[config.mk]
export PLATFORM = sky130hd
export DESIGN_NAME = skcm_ram
export DESIGN_NICKNAME = d
export VERILOG_FILES = /design/src/design/skcm_ram.sv
export SDC_FILE = /design/constraint.sdc
export NUM_CORES = 2
export LEC_CHECK = 0
export BUFFER_PORTS_ARGS = -buffer_cell sky130_fd_sc_hd__clkbuf_2
export CAP_MARGIN = 20
export CELL_PAD_IN_SITES_DETAIL_PLACEMENT = 1
export CELL_PAD_IN_SITES_GLOBAL_PLACEMENT = 1
export CORE_MARGIN = 2
export CORE_UTILIZATION = 56
export DETAILED_ROUTE_END_ITERATION = 8
export PLACE_DENSITY_LB_ADDON = 0.08
export SYNTH_ARGS = -nofsm -noshare
export SYNTH_HDL_FRONTEND = slang
export SYNTH_SLANG_ARGS = --single-unit
[constraint.sdc]
create_clock -name clk -period 7.7 [get_ports clk]
set_input_delay 0.77 -clock clk [delete_from_list [all_inputs] [get_ports clk]]
set_output_delay 0.77 -clock clk [all_outputs]
set_load 0.005 [all_outputs]
[src/design/skcm_ram.sv]
// Generic simple dual-port RAM: one write port, one read port, registered read.
// No dependencies.
module skcm_ram #(
  parameter int WIDTH = 64,
  parameter int DEPTH = 64
) (
  input  logic                     clk,
  input  logic                     we,
  input  logic [$clog2(DEPTH)-1:0] waddr,
  input  logic [WIDTH-1:0]         wdata,
  input  logic [$clog2(DEPTH)-1:0] raddr,
  output logic [WIDTH-1:0]         rdata
);

  logic [WIDTH-1:0] mem [DEPTH];

  always_ff @(posedge clk) begin
    if (we) begin
      mem[waddr] <= wdata;
    end
    rdata <= mem[raddr];
  end

endmodule

# --- Word level (Yosys, flattened, before mapping) ---
# Memory sizes are Yosys's and may differ from the RTL's. A register that Yosys moved wholly into a read port is not among the register bits.
# Index checks and enable logic that the tools add are counted.
totals:
  regBits: 0
  latch_bits: 0
  ramBits: 4096
  rom_bits: 0
  output_inout_bits: 64
  n_memories: 1
mem_list:
  columns: ["memory", "words", "word_bits", "read_ports", "rd_clocked_by_memory_dff", "write_ports", "line", "rtl"]
  rows:
  - ["mem", 64, 64, 1, 1, 1, "15", "logic [WIDTH-1:0] mem [DEPTH];"]
classes:
  n_addsub: 0
  mul: 0
  div_mod_pow: 0
  magnitude_cmp: 0
  n_eq_ne: 0
  shifts: 0
  n_mux: 2
  bitwise_logic: 0
  reduce_logical: 0
ops:
  columns: ["operator", "n"]
  rows:
  - ["2-to-1 mux 1 bit", 2]

# --- Longest topological paths before layout ---
logic_depth:
  ltp_word: 2
  mapped_depth: 9
  ltp_nobuf: 5

# --- Worst setup path before layout ---
# No wires, ideal clock.
synth_path:
  path_type: "input -> register"
  start: "input waddr[3]"
  end: "memory mem[48][0], enable pin"
  arrival_time_ns: 5.642
  slack_ns: 1.494
  stages: 4
  path_buffers: 1
  path_cell_list: "clkbuf_1 nor2b_1 nand4b_1 nor3_1"
synth_lines:
  columns: ["item", "line", "rtl"]
  rows:
  - ["from (decl)", "9", "input logic [$clog2(DEPTH)-1:0] waddr,"]
  - ["to (decl)", "15", null]
# No word-level cell before the write port.

==> flow_summary.yaml <==
power:
  power.density_nw_per_um2: 268
  p_leak_nw: 55.6
  combPwrFrac: 0.046
  swShare: 0.212
  seqPwrFrac: 0.529
  ir_drop_uv: 276
  p_sw_mw: 10.1
  p_int_mw: 37.5
  clock_power_share: 0.424
placed_design:
  place_inst: 10300
  gp_congestion: 0.789
  dp_hpwl_um: 237000
  port-buffer-count: 141
logic_synthesis:
  syn_inst: 6598
  yosysSeqAreaShare: 0.795
  synth_edf_count: 4096
  yosysWarnings: 0
  postSynth.asyncResetShare: 0
  synth_top_area_share: 0.787
  ys_ff_latch: 4160
  syn_nets: 6676
  syn_area_um2: 156000
  synth_area_leaders: "edfxtp_1 79%, mux4_2 15%, mux2i_1 0.86%"
  ys.flop_type: "edfxtp_1"
  yosysMostFrequentCell: "edfxtp_1"
  synth_commonest_cells: "4096 x edfxtp_1, 1024 x mux4_2, 170 x buf_2, 168 x a22oi_1, 140 x clkbuf_1"
  yosysUniqueCellTypes: 33
  syn_avg_cell_area_um2: 23.7
  yosysTopAreaCell: "edfxtp_1"
worst_setup_path:
  cp_slowest_cell: "buf_4"
  reg2reg_from: "mem[11][62]"
  crit_fanout: 45
  crit_required_ns: 8.52
  critPathCaptureType: "flip-flop"
  setup.worst_path.start_class: "input pin"
  reg2reg_depth: 5
  worst-path-buf-inv: 3
  critical_path_class: "input pin to flip-flop"
  worst_path_largest_cell_delay_ns: 0.84
  rrSetupSlack_ns: 5.38
  cpLargestDelayFamily: "buffers and inverters"
  r2r_end: "rdata[62]"
  path_cells: "clkbuf_2 -> nor2b_4 -> buf_4 -> buf_4 -> a22oi_1 -> and3_1 -> a211oi_1"
  cp.arrival_ns: 4.03
  cp_common_cell: "buf_4"
global_route:
  grt_max_degree: 120
  antenna_found_initial: 37
  grt_pass1_wl_um: 635000
  grtUsageTotal: 0.324
  grt_pass1_vias: 79300
  grt_overflow: 0
sta:
  rsz0062_at_grt: "no"
  skew_ns: 0.0300
  period_needed_ns: 3.21
  period_share: 0.416
  hold_violations: 0
  drv_slew: 0
  setup_violations: 0
  setup_tns_ns: 0
  tightestPinTransition_ns: 1.21
  slew_headroom: 0.193
  max_freq_mhz: 312
die:
  rows: 193
  die_h_um: 532
  fp.dieArea_um2: 283000
  core_area_um2: 277000
  die_w_um: 532
  start_util: 0.564
  io_pins: 142
cts:
  clkTransAtPathRegs_ns: 0.06
  cts_resized: 0
  post_cts_buffers: 0
  htreeDepth: 5
  numCtsBuffers: 415
  ctsHoldBuffers: 0
  tritoncts: "built"
  clock_latency_ns: 0.97
  cts_root_buffer: "clkbuf_16"
  clockBufferDepth: 4
  cts.sinks: 4160
flow_run:
  max_cap_violations: 0
drt:
  vias: 76700
  wl_per_cell_um: 41.0
  drc_errors: 0
  first_pass_iters: 6
  vias_per_cell: 6.89
  final_antenna_net_count: 0
  drt_wl_total_um: 456000
  drt_first_iter_violations: 11500
layout:
  finalNonFillerCells: 11100
  layout-drive-gt1-share: 0.288
  syn_to_final_growth_pct: 13.5
  nFillCells: 21700
  nNetsFinal: 7132
min_path:
  hold_path_end: "mem[53][1]"
  hold_path_class: "input pin to flip-flop"
  min_from: "wdata[1]"
  holdPathStages: 1
run_status:
  outcome: "finished, final reports clean"
==> layer usage <==
layer	vias to the layer above	track usage	routed length (µm)	part of all wire
li1	29400	-	-	-
met1	41900	0.458	174000	0.38
met2	4468	0.517	221000	0.48
met3	844	0.0593	44000	0.097
met4	14	0.110	17300	0.038
met5	-	0	85	0.00019
==> power by group through the flow <==
stage               sequential [mW]  combinational, mW  clock, mW
floorplan                      25.6               1.17          0
global placement               25.7               2.06          0
detailed placement             25.7               2.12          0
CTS                            25.2               2.13       20.4
global route                   25.2               2.32       21.2
finish                         25.2               2.20       20.2
==> sequential cells by signal, indices dropped and copies added, names as in the netlist <==
name,flops
mem,4096
rdata,64
==> cells in the final DEF (no fill, tap or decap), types with 21 or more instances in the layout <==
| master | instances |
|---|---|
| a22oi_1 | 168 |
| clkbuf_16 | 423 |
| mux4_2 | 1024 |
| clkinv_2 | 70 |
| nor2_4 | 65 |
| a22o_1 | 88 |
| a211oi_1 | 63 |
| clkinv_1 | 83 |
| o22ai_1 | 83 |
| clkbuf_2 | 138 |
| edfxtp_1 | 4096 |
| buf_4 | 168 |
| nand2_1 | 54 |
| dfxtp_1 | 64 |
| or3_1 | 29 |
| nand3_1 | 45 |
| clkinvlp_4 | 21 |
| buf_12 | 91 |
| mux2i_1 | 135 |
| and3_1 | 64 |
| clkbuf_1 | 92 |
| nor2b_1 | 24 |
| or2_2 | 28 |
| o221ai_1 | 38 |
| nor2_1 | 47 |
| bufinv_16 | 39 |
| a41oi_1 | 26 |
==> kinds of logic (layout without fill, tap and decap cells) <==
family | Yosys count | count (layout) | synth area share
flip-flops | 4160 | 4160 | 0.795
other | 0 | 15 | 0
AO/OA/AOI/OAI | 504 | 504 | 0.0248
multiplexers | 1159 | 1159 | 0.156
buffers and inverters | 389 | 1197 | 0.0118
AND/OR/NAND/NOR | 386 | 386 | 0.0124
==> worst max-delay path by stage <==
stage	start	slack, ns	end	cells after the start
2_1_floorplan	waddr[3]	1.49	mem[48][0]	4
3_3_place_gp	raddr[0]	3.52	rdata[33]	8
3_5_place_dp	raddr[0]	3.44	rdata[33]	8
4_1_cts	raddr[0]	4.45	rdata[33]	8
5_1_grt	raddr[0]	4.29	rdata[33]	8
6_report	raddr[3]	4.49	rdata[58]	7
==> worst reg2reg max path: stages (launching register included) <==
cell	delay [ns]
edfxtp_1	0.37
mux4_2	0.49
nor2b_1	0.16
a211oi_1	0.48
o22ai_1	0.44
and3_1	0.28
==> layout make-up <==
type	instances	area, µm²	area share
inverters	19	71.3	0.000402
repair buffers	409	4080	0.0230
flip-flops and latches	4160	124000	0.701
well taps	3705	4640	0.0261
clock inverters	236	2350	0.0132
diodes	15	37.5	0.000212
clock buffers	533	11200	0.0630
multi-input cells	2049	30800	0.174
==> metrics by stage <==
step                      utilization  hold WS, ns  power [mW]  setup slack [ns]  area (µm²)
after CTS                       0.636        0.252        47.7              4.45      176000
final                           0.640       0.0737        47.6              4.49      177000
after floorplan                     -        0.788        26.8              1.49      156000
after global placement          0.586        0.821        27.7              3.52      162000
after detailed placement        0.587        0.836        27.8              3.44      163000
after global routing            0.640       0.0669        48.7              4.29      177000
Power figures use the tool's default switching activity.
